**src/rtl/core/assert_macros.svh**
```systemverilog
// ----------------------------------------------------------------------------
// Assertion macros shared by the timer wheel RTL
// ----------------------------------------------------------------------------
`ifndef ASSERT_MACROS_SVH
`define ASSERT_MACROS_SVH

// same-cycle implication
`define TWE_ASSERT_IMP(label, clk, rst, ante, cons) \
  label: assert property (@(posedge clk) disable iff (rst) (ante) |-> (cons)) \
    else $error("same-cycle implication failed");

// next-cycle implication
`define TWE_ASSERT_NXT(label, clk, rst, ante, cons) \
  label: assert property (@(posedge clk) disable iff (rst) (ante) |=> (cons)) \
    else $error("next-cycle implication failed");

`endif

```
**src/rtl/core/twe_pkg.sv**
```systemverilog
// ----------------------------------------------------------------------------
// twe_pkg
// Types, constants and codes shared by the timer wheel expiry block.
// ----------------------------------------------------------------------------
`timescale 1ns / 1ps
`default_nettype none

package twe_pkg;

  localparam int NUM_TIMERS_DEF = 64;
  localparam int CMD_W          = 2;
  localparam int ID_W           = 6;
  localparam int INTERVAL_W     = 31;
  localparam int COUNT_W        = 8;
  localparam int SHIFT_W        = 5;
  localparam int SLICE_W        = 32;
  localparam int ARMED_CNT_W    = 7;
  localparam int MAX_RESULTS    = 64;
  localparam int RES_CNT_W      = $clog2(MAX_RESULTS);

  localparam logic [SHIFT_W-1:0] SHIFT_RESET = SHIFT_W'(9);

  localparam logic [CMD_W-1:0] CMD_ARM    = 2'd0;
  localparam logic [CMD_W-1:0] CMD_DISARM = 2'd1;
  localparam logic [CMD_W-1:0] CMD_TICK   = 2'd2;

  typedef struct packed {
    logic [CMD_W-1:0]      command;
    logic [ID_W-1:0]       timer_id;
    logic [INTERVAL_W-1:0] interval_ms;
    logic [COUNT_W-1:0]    slice_count;
  } in_item_t;

  typedef struct packed {
    logic [ID_W-1:0] expired_id;
    logic            last_expired;
  } out_item_t;

  // controller -> datapath
  typedef struct packed {
    logic arm;
    logic disarm;
    logic tick_start;
    logic scan_start;
    logic emit;
    logic finish;
  } ctrl_cmd_t;

  // datapath -> controller
  typedef struct packed {
    logic running;
    logic scan_done;
    logic found;
    logic last;
  } dp_status_t;

endpackage

`default_nettype wire

```
**src/rtl/core/twe_ram.sv**
```systemverilog
// ----------------------------------------------------------------------------
// twe_ram
// Generic single write port, single read port RAM with registered read.
// ----------------------------------------------------------------------------
`timescale 1ns / 1ps
`default_nettype none

module twe_ram #(
  parameter int WIDTH = twe_pkg::SLICE_W,
  parameter int DEPTH = twe_pkg::NUM_TIMERS_DEF
) (
  input  wire logic                     clk,
  input  wire logic                     wr_en,
  input  wire logic [$clog2(DEPTH)-1:0] wr_addr,
  input  wire logic [WIDTH-1:0]         wr_data,
  input  wire logic                     rd_en,
  input  wire logic [$clog2(DEPTH)-1:0] rd_addr,
  output logic      [WIDTH-1:0]         rd_data
);

  logic [WIDTH-1:0] mem [DEPTH];

  always_ff @(posedge clk) begin
    if (wr_en) begin
      mem[wr_addr] <= wr_data;
    end
    if (rd_en) begin
      rd_data <= mem[rd_addr];
    end
  end

endmodule

`default_nettype wire

```
**src/rtl/core/twe_datapath.sv**
```systemverilog
// ----------------------------------------------------------------------------
// twe_datapath
// Timer table, slice clock, expiry scan unit and output register.
// ----------------------------------------------------------------------------
`timescale 1ns / 1ps
`default_nettype none

`include "assert_macros.svh"

module twe_datapath #(
  parameter int NUM_TIMERS = twe_pkg::NUM_TIMERS_DEF
) (
  input  wire logic                         clk,
  input  wire logic                         rst,
  input  wire logic                         cfg_wr_en,
  input  wire logic [twe_pkg::SHIFT_W-1:0]  cfg_wr_data,
  input  wire twe_pkg::in_item_t            in_item,
  input  wire twe_pkg::ctrl_cmd_t           cmd,
  output twe_pkg::dp_status_t               sts,
  output logic                              out_valid,
  input  wire logic                         out_ready,
  output twe_pkg::out_item_t                out_item
);

  import twe_pkg::*;

  localparam int IDX_W = $clog2(NUM_TIMERS);
  localparam logic [IDX_W-1:0] LAST_IDX = IDX_W'(NUM_TIMERS - 1);

  logic [SHIFT_W-1:0]     slice_shift;
  logic [SLICE_W-1:0]     now_slice;
  logic [ARMED_CNT_W-1:0] armed_count;
  logic                   running;
  logic [NUM_TIMERS-1:0]  armed;

  logic [SLICE_W-1:0]     old_slice;
  logic [COUNT_W-1:0]     tick_count;
  logic [IDX_W-1:0]       scan_idx;
  logic                   issuing;
  logic                   rd_pend;
  logic [IDX_W-1:0]       rd_idx;
  logic                   scan_done;
  logic                   found;
  logic                   multi;
  logic [IDX_W-1:0]       best_idx;
  logic [COUNT_W-1:0]     best_off;
  logic [RES_CNT_W-1:0]   res_cnt;

  logic [IDX_W-1:0]       in_idx;
  logic                   in_range;
  logic                   idle_start;
  logic [SLICE_W-1:0]     now_eff;
  logic [SLICE_W-1:0]     shifted;
  logic [SLICE_W-1:0]     arm_dl;
  logic [SLICE_W-1:0]     rd_data;
  logic [SLICE_W-1:0]     off;
  logic                   cand;
  logic                   better;

  assign in_idx     = IDX_W'(in_item.timer_id);
  assign in_range   = 32'(in_item.timer_id) < 32'(NUM_TIMERS);
  assign idle_start = (armed_count == '0) && !running;
  assign now_eff    = idle_start ? SLICE_W'(1) : now_slice;
  assign shifted    = {1'b0, in_item.interval_ms} >> slice_shift;
  assign arm_dl     = shifted + SLICE_W'(1) + now_eff;

  twe_ram #(
    .WIDTH (SLICE_W),
    .DEPTH (NUM_TIMERS)
  ) u_deadline (
    .clk     (clk),
    .wr_en   (cmd.arm && in_range),
    .wr_addr (in_idx),
    .wr_data (arm_dl),
    .rd_en   (issuing),
    .rd_addr (scan_idx),
    .rd_data (rd_data)
  );

  // due: deadline in [old, old + count); strict less keeps the lowest id on ties
  assign off    = rd_data - old_slice;
  assign cand   = rd_pend && armed[rd_idx] && (off[SLICE_W-1:COUNT_W] == '0) &&
                  (off[COUNT_W-1:0] < tick_count);
  assign better = cand && (!found || (off[COUNT_W-1:0] < best_off));

  always_ff @(posedge clk) begin
    if (rst) begin
      slice_shift <= SHIFT_RESET;
      now_slice   <= '0;
      armed_count <= '0;
      running     <= 1'b0;
      armed       <= '0;
      scan_idx    <= '0;
      issuing     <= 1'b0;
      rd_pend     <= 1'b0;
      scan_done   <= 1'b0;
      found       <= 1'b0;
      multi       <= 1'b0;
      res_cnt     <= '0;
      out_valid   <= 1'b0;
    end else begin
      if (cfg_wr_en) begin
        slice_shift <= cfg_wr_data;
      end

      if (cmd.arm && in_range) begin
        if (idle_start) begin
          running   <= 1'b1;
          now_slice <= SLICE_W'(1);
        end
        armed[in_idx] <= 1'b1;
        if (!armed[in_idx]) begin
          armed_count <= armed_count + ARMED_CNT_W'(1);
        end
      end

      if (cmd.disarm && in_range && armed[in_idx]) begin
        armed[in_idx] <= 1'b0;
        armed_count   <= armed_count - ARMED_CNT_W'(1);
      end

      if (cmd.tick_start) begin
        now_slice <= now_slice + SLICE_W'(in_item.slice_count);
        res_cnt   <= '0;
      end

      if (cmd.scan_start) begin
        scan_idx  <= '0;
        issuing   <= 1'b1;
        scan_done <= 1'b0;
        found     <= 1'b0;
        multi     <= 1'b0;
      end else if (issuing) begin
        scan_idx <= scan_idx + IDX_W'(1);
        if (scan_idx == LAST_IDX) begin
          issuing <= 1'b0;
        end
      end
      rd_pend <= issuing;

      if (cand) begin
        found <= 1'b1;
        if (found) begin
          multi <= 1'b1;
        end
      end
      if (rd_pend && (rd_idx == LAST_IDX)) begin
        scan_done <= 1'b1;
      end

      if (cmd.emit) begin
        armed[best_idx] <= 1'b0;
        armed_count     <= armed_count - ARMED_CNT_W'(1);
        res_cnt         <= res_cnt + RES_CNT_W'(1);
      end

      if (cmd.finish && (armed_count == '0)) begin
        running <= 1'b0;
      end

      if (cmd.emit) begin
        out_valid <= 1'b1;
      end else if (out_ready) begin
        out_valid <= 1'b0;
      end
    end
  end

  always_ff @(posedge clk) begin
    if (cmd.tick_start) begin
      old_slice  <= now_slice;
      tick_count <= in_item.slice_count;
    end
    rd_idx <= scan_idx;
    if (better) begin
      best_idx <= rd_idx;
      best_off <= off[COUNT_W-1:0];
    end
    if (cmd.emit) begin
      out_item.expired_id   <= ID_W'(best_idx);
      out_item.last_expired <= sts.last;
    end
  end

  always_comb begin
    sts.running   = running;
    sts.scan_done = scan_done;
    sts.found     = found;
    sts.last      = !multi || (res_cnt == RES_CNT_W'(MAX_RESULTS - 1));
  end

  `TWE_ASSERT_IMP(a_emit_free, clk, rst, cmd.emit, !out_valid || out_ready)
  `TWE_ASSERT_IMP(a_emit_armed, clk, rst, cmd.emit, armed[best_idx])
  `TWE_ASSERT_IMP(a_scan_quiet, clk, rst, scan_done, !issuing && !rd_pend)
  `TWE_ASSERT_NXT(a_goes_idle, clk, rst, cmd.finish && (armed_count == '0), !running)

endmodule

`default_nettype wire

```
**src/rtl/core/twe_ctrl.sv**
```systemverilog
// ----------------------------------------------------------------------------
// twe_ctrl
// Command sequencer: immediate arm/disarm, tick scan passes, expiry emission.
// ----------------------------------------------------------------------------
`timescale 1ns / 1ps
`default_nettype none

`include "assert_macros.svh"

module twe_ctrl (
  input  wire logic                        clk,
  input  wire logic                        rst,
  input  wire logic                        in_valid,
  output logic                             in_ready,
  input  wire logic [twe_pkg::CMD_W-1:0]   command,
  input  wire logic                        out_valid,
  input  wire logic                        out_ready,
  input  wire twe_pkg::dp_status_t         sts,
  output twe_pkg::ctrl_cmd_t               cmd
);

  import twe_pkg::*;

  localparam logic [1:0] S_IDLE = 2'd0;
  localparam logic [1:0] S_SCAN = 2'd1;
  localparam logic [1:0] S_EMIT = 2'd2;
  localparam logic [1:0] S_DONE = 2'd3;

  logic [1:0] state;
  logic [1:0] state_next;
  logic       out_free;

  assign out_free = !out_valid || out_ready;
  assign in_ready = (state == S_IDLE);

  always_comb begin
    state_next = state;
    cmd        = '0;
    case (state)
      S_IDLE: begin
        if (in_valid) begin
          case (command)
            CMD_ARM:    cmd.arm = 1'b1;
            CMD_DISARM: cmd.disarm = 1'b1;
            CMD_TICK: begin
              if (sts.running) begin
                cmd.tick_start = 1'b1;
                cmd.scan_start = 1'b1;
                state_next     = S_SCAN;
              end
            end
            default: ;
          endcase
        end
      end
      S_SCAN: begin
        if (sts.scan_done) begin
          state_next = sts.found ? S_EMIT : S_DONE;
        end
      end
      S_EMIT: begin
        if (out_free) begin
          cmd.emit = 1'b1;
          if (sts.last) begin
            state_next = S_DONE;
          end else begin
            cmd.scan_start = 1'b1;
            state_next     = S_SCAN;
          end
        end
      end
      S_DONE: begin
        cmd.finish = 1'b1;
        state_next = S_IDLE;
      end
      default: state_next = S_IDLE;
    endcase
  end

  always_ff @(posedge clk) begin
    if (rst) begin
      state <= S_IDLE;
    end else begin
      state <= state_next;
    end
  end

  `TWE_ASSERT_IMP(a_emit_has_hit, clk, rst, state == S_EMIT, sts.found)
  `TWE_ASSERT_NXT(a_miss_done, clk, rst, (state == S_SCAN) && sts.scan_done && !sts.found,
                  state == S_DONE)

endmodule

`default_nettype wire

```
**src/rtl/core/timer_wheel_expiry.sv**
```systemverilog
// Arm and disarm items are applied in their accept cycle and leave the block idle,
// ready for the next item. A tick runs one scan pass of the table per expired timer
// (one pass if none expire), each followed by emitting its result, then a closing
// state; the passes are set by the single read port of the deadline RAM. Output
// stalls lengthen a tick. Reset is synchronous; all timers disarmed, slice clock
// zero, slice_shift 9, no clearing pass.
// ----------------------------------------------------------------------------
// timer_wheel_expiry
// Coarse timer table: arm, disarm and tick items, expiries reported in
// deadline order with ties broken by ascending timer number.
// ----------------------------------------------------------------------------
`timescale 1ns / 1ps
`default_nettype none

module timer_wheel_expiry #(
  parameter int NUM_TIMERS = twe_pkg::NUM_TIMERS_DEF
) (
  input  wire logic                        clk,
  input  wire logic                        rst,
  // slice_shift register
  input  wire logic                        cfg_wr_en,
  input  wire logic [twe_pkg::SHIFT_W-1:0] cfg_wr_data,
  // command items
  input  wire logic                        in_valid,
  output logic                             in_ready,
  input  wire twe_pkg::in_item_t           in_item,
  // expiry items
  output logic                             out_valid,
  input  wire logic                        out_ready,
  output twe_pkg::out_item_t               out_item
);

  import twe_pkg::*;

  ctrl_cmd_t  cmd;
  dp_status_t sts;

  // Sequencer. Arm/disarm act in the accept cycle. A tick is a series of full
  // table scans; each pass picks the earliest due timer (lowest number on a
  // tie) and notes whether another is due, which flags the final item.
  twe_ctrl u_ctrl (
    .clk       (clk),
    .rst       (rst),
    .in_valid  (in_valid),
    .in_ready  (in_ready),
    .command   (in_item.command),
    .out_valid (out_valid),
    .out_ready (out_ready),
    .sts       (sts),
    .cmd       (cmd)
  );

  // Datapath: deadline RAM, armed bits, slice clock, scan compare and the
  // output register, which lets new commands in while an item waits.
  twe_datapath #(
    .NUM_TIMERS (NUM_TIMERS)
  ) u_dp (
    .clk         (clk),
    .rst         (rst),
    .cfg_wr_en   (cfg_wr_en),
    .cfg_wr_data (cfg_wr_data),
    .in_item     (in_item),
    .cmd         (cmd),
    .sts         (sts),
    .out_valid   (out_valid),
    .out_ready   (out_ready),
    .out_item    (out_item)
  );

endmodule

`default_nettype wire
```
**config.mk**
```make
export PLATFORM = sky130hd
export DESIGN_NAME = timer_wheel_expiry
export DESIGN_NICKNAME = d
export VERILOG_FILES = /design/src/rtl/core/twe_pkg.sv /design/src/rtl/core/twe_ram.sv /design/src/rtl/core/twe_datapath.sv /design/src/rtl/core/twe_ctrl.sv /design/src/rtl/core/timer_wheel_expiry.sv
export VERILOG_INCLUDE_DIRS = /design/src /design/src/rtl/core
export SDC_FILE = /design/constraint.sdc
export NUM_CORES = 2
export LEC_CHECK = 0
export BUFFER_PORTS_ARGS = -buffer_cell sky130_fd_sc_hd__buf_2
export CORE_MARGIN = 1.5
export CORE_UTILIZATION = 55
export CTS_CLUSTER_DIAMETER = 40
export DETAILED_ROUTE_END_ITERATION = 16
export GPL_ROUTABILITY_DRIVEN = 0
export PLACE_DENSITY_LB_ADDON = 0.15
export SYNTH_ARGS = -nofsm -noshare
export SYNTH_HDL_FRONTEND = slang
export SYNTH_SLANG_ARGS = --single-unit
```
**constraint.sdc**
```tcl
create_clock -name clk -period 8.9 [get_ports clk]
set_clock_uncertainty 0.2 [all_clocks]
set_input_delay 1.335 -clock clk [delete_from_list [all_inputs] [get_ports clk]]
set_output_delay 1.335 -clock clk [all_outputs]
set_load 0.02 [all_outputs]
```
### Word level (Yosys, flattened, before mapping)

Memory sizes are Yosys's and may differ from the RTL's. A register that Yosys moved wholly into a read port is not among the register bits.
Cells that the tools add are included.

* ROM bits: 0
* input bits: 57
* bits in writable memories: 2048
* bits in registers: 196
* memories: 1
* bits in latches: 0

Memory list
* u_dp.u_deadline.mem: depth 64, bits a word 32, read ports 1, clocked after Yosys merged registers in 1, write ports 1, line twe_ram.sv:21 `logic [WIDTH-1:0] mem [DEPTH];`

* shifts and indexed selects: 1
* equal/unequal tests: 14
* bitwise logic cells: 5
* multiplexer cells: 54
* multiply operators: 0
* div/mod/pow operators: 0
* $lt $le $gt $ge: 7
* reductions and logical operators: 32
* add/sub/neg operators: 8

Operators by type and width (number)
* two-way mux 64 bit: 5
* AND 64 bit: 2
* NOT 64 bit: 2
* two-way mux 32 bit: 3
* bitwise OR 64 bit: 1
* adder 32 x 1 -> 32 bit, second input constant: 1
* adder 32 bit: 1
* adder 32 x 8 -> 32 bit: 1
* right shift 31 x 5 -> 32 bit: 1
* subtractor 32 bit: 1
* two-way mux 7 bit: 4
* logical NOT 24 bit: 1
* two-way mux 1 bit: 23
* less-than comparator 6 x 7 -> 1 bit, second input constant: 3
* == test 6 bit, second input constant: 3
* two-way mux 2 bit: 9
* less-than comparator 8 bit: 2
* adder 6 x 1 -> 6 bit, second input constant: 2
* binary-select mux 1 bit (select 6 bit): 2
* demux 1 bit (select 6 bit): 2
* greater-or-equal comparator 6 x 1 -> 1 bit, second input constant: 2
* two-way mux 6 bit: 2
* logical AND 1 bit: 10
* nonzero test 2 bit: 5
* other kinds (19): 33

### Longest topological paths before layout

* depth in word-level cells: 12
* mapped depth: 21
* gate-level depth less buffers: 19

### Cells and area by module

A second synthesis with hierarchy kept.

* cell total of the unflattened synthesis: 5103
* area, all modules: 93906.3 um^2

By module, submodules not included
* twe_ram: cells an instance 3324, area an instance 78835.6 um^2, instances 1, sequential area each 62459.9 um^2
* twe_datapath: cells an instance 1757, area an instance 14865.5 um^2, instances 1, sequential area each 4494.3 um^2
* twe_ctrl: cells an instance 22, area an instance 205.2 um^2, instances 1, sequential area each 40.0 um^2

### Worst setup path after synthesis

OpenSTA, ideal clock, no wires.

* path kind: register to register
* start point: reg u_dp.slice_shift[0]
* end point: mem u_dp.u_deadline.mem[0][31] in the netlist's numbering, data pin
* setup time: 567 ps
* setup slack: 1741 ps
* clock period less this slack: 7159 ps
* arrival time: 6392 ps
* cell stages (with the launch flop): 19
* buffers on the path: 2
* data required time: 8133 ps
* cell sequence: dfxtp_1 > clkbuf_1 > clkbuf_1 > mux4_2 > a21oi_1 > nand2_1 > o21ai_0 > mux2i_1 > ha_1 > nor2b_1 > o2111ai_1 > nand4_1 > a31oi_1 > o31ai_1 > a211oi_1 > nor3_1 > a2111oi_1 > a21oi_1 > xnor2_1

* cells in the longest elaborated chain, start to end: 3

RTL lines
* start: declaration: line twe_datapath.sv:30 `logic [SHIFT_W-1:0] slice_shift;`
* start signal: assignment: line twe_datapath.sv:103 `slice_shift <= cfg_wr_data;`
* right shift 31 x 5 -> 32 bit: line twe_datapath.sv:64 `assign shifted = {1'b0, in_item.interval_ms} >> slice_shift;`
* adder 32 x 1 -> 32 bit: line twe_datapath.sv:65 `assign arm_dl = shifted + SLICE_W'(1) + now_eff;`
* adder 32 bit: line twe_datapath.sv:65
* named net u_dp.arm_dl[31]: line twe_datapath.sv:54 `logic [SLICE_W-1:0] arm_dl;`
* end: declaration: line twe_ram.sv:21

The timed path passes the listed nets, and every way through them passes these cells.

### Final worst setup path

* start point: reg u_dp.slice_shift[2]
* end point: mem u_dp.u_deadline.mem[0][31] in the netlist's numbering, data pin

Same word-level chain as after synthesis.

==> results by group <==
Outcome
  – Status: finished with violations
  – Failing checks: max-capacitance violations, max-slew violations

Logic synthesis
  – Synth Instances: 4775
  – Largest family of logic cells by synthesized area: multiplexers
  – Synth Area in XOR/XNOR: less than 1%
  – Compound-Gate Fraction of Synth Area: 3.85%
  – Largest area contributor in the netlist: edfxtp_1
  – Mapped Nets: 4924
  – Number of library cell types mapped by synthesis: 80
  – Top-count cell post-synth: edfxtp_1
  – Synth area leaders: edfxtp_1, mux4_2, dfxtp_1, a21oi_1, ha_1
  – Mux cell area share after synthesis: around 18%
  – Seq/Total Area, Yosys: 71.8%
  – Synth warn: 0
  – Adder-Cell Fraction of Synth Area: 1.26%
  – Simple-Gate Fraction of Synth Area: under 10%
  – Top_reg_cell synth: edfxtp_1
  – Mapped Area: 93300 um2
  – Post-synthesis average cell area: 19.5 um2
  – Post-synthesis register bit count: ~2300
  – Post-synth EDFFs: around 2100
  – Async S/R FF share, synth: 0%
  – Synth cell count leaders: edfxtp_1, mux4_2, a21oi_1, nor2_1, clkbuf_1
  – Top cell type's share of synthesized area: 68.9%

Setup path
  – R2r endpoint: u_dp.u_deadline.mem[0][31]$_DFFE_PP_
  – CP Data Required Time: 9.33 ns
  – CP Data Arrival Time: 7.04 ns
  – Reg2Reg Depth: 19
  – Critical Path Start Type: flip-flop
  – Worst path cell trace: inv_1 -> nor3_1 -> a21oi_1 -> nand2_1 -> o21ai_0 -> mux2i_1 -> ha_1 -> nor2b_1 -> o2111ai_1 -> nand4_1 -> a31oi_1 -> o31ai_1 -> a211oi_1 -> nor3_1 -> a2111oi_1 -> buf_4 -> a21oi_1 -> xnor2_2 -> buf_4
  – Buffers and inverters on the worst path: 3
  – Setup crit end kind: flip-flop
  – Crit-path slowest cell: dfxtp_1
  – Kind of cell adding the most delay to the critical path: compound AO/OA/AOI/OAI gates
  – Crit Path Category: flip-flop to flip-flop
  – Critical R2R Launch: u_dp.slice_shift[2]$_SDFFE_PP0P_
  – Worst R2R Setup Slack: ~2.3 ns
  – Critical path's largest stage delay: 0.81 ns
  – CP max FO: between 60 and 70

Finish
  – Layout Nets: 5192
  – Final Cell Area: 107000 um2
  – Sequential Area: roughly 67000 um2
  – Multi-input gate area: approximately 26000 um2
  – Fill cell count: 11300
  – Layout cells sized above 1: 28.9%
  – Area Growth Syn to Fin: 15.0%

Place
  – Post-DP HPWL: around 140 mm
  – I/O Buffers: 65
  – Placed inst area: 97500 um2

Clock network
  – Hold buffers post-CTS: 0
  – Clk buf depth: 4
  – Clk_lat worst skew: 0.93 ns
  – CTS buffer count: 303
  – Post-CTS sizing: 0
  – TritonCTS clock tree: built
  – CTS H-tree lvls: 5
  – CTS Sinks: 2276
  – Post-CTS Setup Bufs: 0
  – Clk pin slew, worst setup/hold paths: 0.05 ns
  – Clk root buf: clkbuf_16

Run
  – Max cap viols: 1

STA
  – Worst slew margin: -0.438%
  – Final slew viol count: 35
  – Final worst path period need: around 6.6 ns
  – Final Hold Violating Endpoints: 0
  – Total negative slack: 0 ns
  – Tcrit/Tclk final: about 74%
  – Slew @ Worst Pin: 1.51 ns
  – RSZ-0062 raised after global routing: false
  – Final hold slack: 0.270 ns
  – Final Setup Violations: 0
  – Peak Freq: 0.151 GHz

Min path
  – Hold-critical path depth: 2
  – Hold Path Origin: u_dp.rd_idx[0]$_DFF_P_
  – Hold crit path type: flip-flop to flip-flop
  – Hold Path End: u_dp.scan_done$_SDFFE_PP0P_

Floorplanning
  – Die height: roughly 410 um
  – Io pins: 66
  – Rows: 150
  – DIE AREA: 172000 um2
  – Core area: 168000 um2
  – Die W: between 400 and 500 um
  – Initial Util: 55.6%

Routing
  – Via/cell ratio: 6.74
  – DRT iter0 DRCs: between 7000 and 8000
  – DR vias: 50400
  – Antenna-violating nets left: 0
  – Routed len/inst: 34.0 um
  – DRC viols: 0
  – TritonRoute pass-1 iters: 5
  – Routed WL: 254 mm

Global routing
  – Gr ovfl total: 0
  – First-pass GRT wire length: 362 mm
  – Number of global-route vias before repair: between 40000 and 50000
  – Largest net degree at the start of global routing: 135
  – GRT Util Overall: 29.8%
  – Initial antenna violation count: 22

Power and ir drop
  – Cell area power density: between 200 and 250 nW/um2
  – Peak supply drop: 0.151 mV
  – Tot Pwr: 25100 uW
  – Pleak: 0.0343 uW
[cells in the final DEF (no fill, tap or decap), types with 44 or more instances in the layout]
cell type	n
a21oi_1	237
buf_2	64
buf_4	137
clkbuf_16	311
dfxtp_1	128
edfxtp_1	2141
ha_1	89
inv_1	89
mux2i_1	44
mux4_2	712
nand2_1	137
nor2_1	172
nor2_4	67
o21ai_0	116
[how the worst max path moves through the flow]
stage                                          start                                    end  slack, ns  depth (start not counted)
floorplan           u_dp.slice_shift[0]$_SDFFE_PP1P_   u_dp.u_deadline.mem[0][31]$_DFFE_PP_       1.74                         18
CTS                 u_dp.slice_shift[2]$_SDFFE_PP0P_   u_dp.u_deadline.mem[0][31]$_DFFE_PP_       2.41                         19
detailed placement                       in_item[36]  u_dp.u_deadline.mem[10][31]$_DFFE_PP_       2.18                         19
finish              u_dp.slice_shift[2]$_SDFFE_PP0P_   u_dp.u_deadline.mem[0][31]$_DFFE_PP_       2.29                         19
global placement                         in_item[36]  u_dp.u_deadline.mem[26][31]$_DFFE_PP_       2.22                         19
global route        u_dp.slice_shift[2]$_SDFFE_PP0P_   u_dp.u_deadline.mem[0][31]$_DFFE_PP_       1.71                         19
[cell families (layout without fill, tap and decap cells)]
logic type,Yosys count,count (layout)
muxes,765,765
AOI/OAI and AO/OA,583,583
and+or+nand+nor,665,665
other,0,13
adders and majority gates,92,92
DFF,2276,2276
xor gates and xnor gates,52,52
buffers and inverters,342,829
[through the flow]
step,setup slack (ns),utilization [%],instances
after detailed placement,2.18,58.1,6942
after global routing,1.71,63.9,7470
after CTS,2.41,63.9,7466
final,2.29,63.9,7479
after global placement,2.22,58.1,6942
after floorplan,1.74,-,4775
[flip-flops by register name (all words and copies together), names as in the netlist, 2 cells and up]
signal and count:
u_ctrl.state 2, u_dp.armed 64, u_dp.armed_count 7, u_dp.best_idx 6
u_dp.best_off 8, u_dp.now_slice 32, u_dp.old_slice 32, u_dp.out_item 7
u_dp.rd_idx 6, u_dp.res_cnt 6, u_dp.scan_idx 6, u_dp.slice_shift 5
u_dp.tick_count 8, u_dp.u_deadline.mem 2048, u_dp.u_deadline.rd_data 32
[cell type report]
class	count	share of cell area [%]
clock inverter	164	1.64
tap	2204	2.57
sequential	2276	62.5
multi-input combinational	2157	24.1
inverter	95	0.332
clock buffer	360	7.48
antenna	13	0.0303
timing repair buffer	210	1.43
[where the power goes]
group / internal [uW] / switching [uW] / total (uW)
sequential: 12100 / 15.9 / 12100
clock: 7280 / 4530 / 11800
combinational: 245 / 930 / 1170
total: 19600 / 5470 / 25100
[worst min-delay path: cells and delay by family, from the launching register on]
family           cells  cell delay [ns]
AO/OA/AOI/OAI        1             0.06
flip-flops           1             0.31
AND/OR/NAND/NOR      1             0.06
[metal layers]
layer | up-vias | global-route usage, % | part of all wire, %
met5 | - | 0 | 0.025
met4 | 8 | 12.7 | 4.9
met3 | 490 | 6.19 | 9.7
met2 | 2806 | 45.0 | 46
met1 | 26700 | 42.7 | 40
li1 | 20400 | - | -
Power figures use the tool's default switching activity.
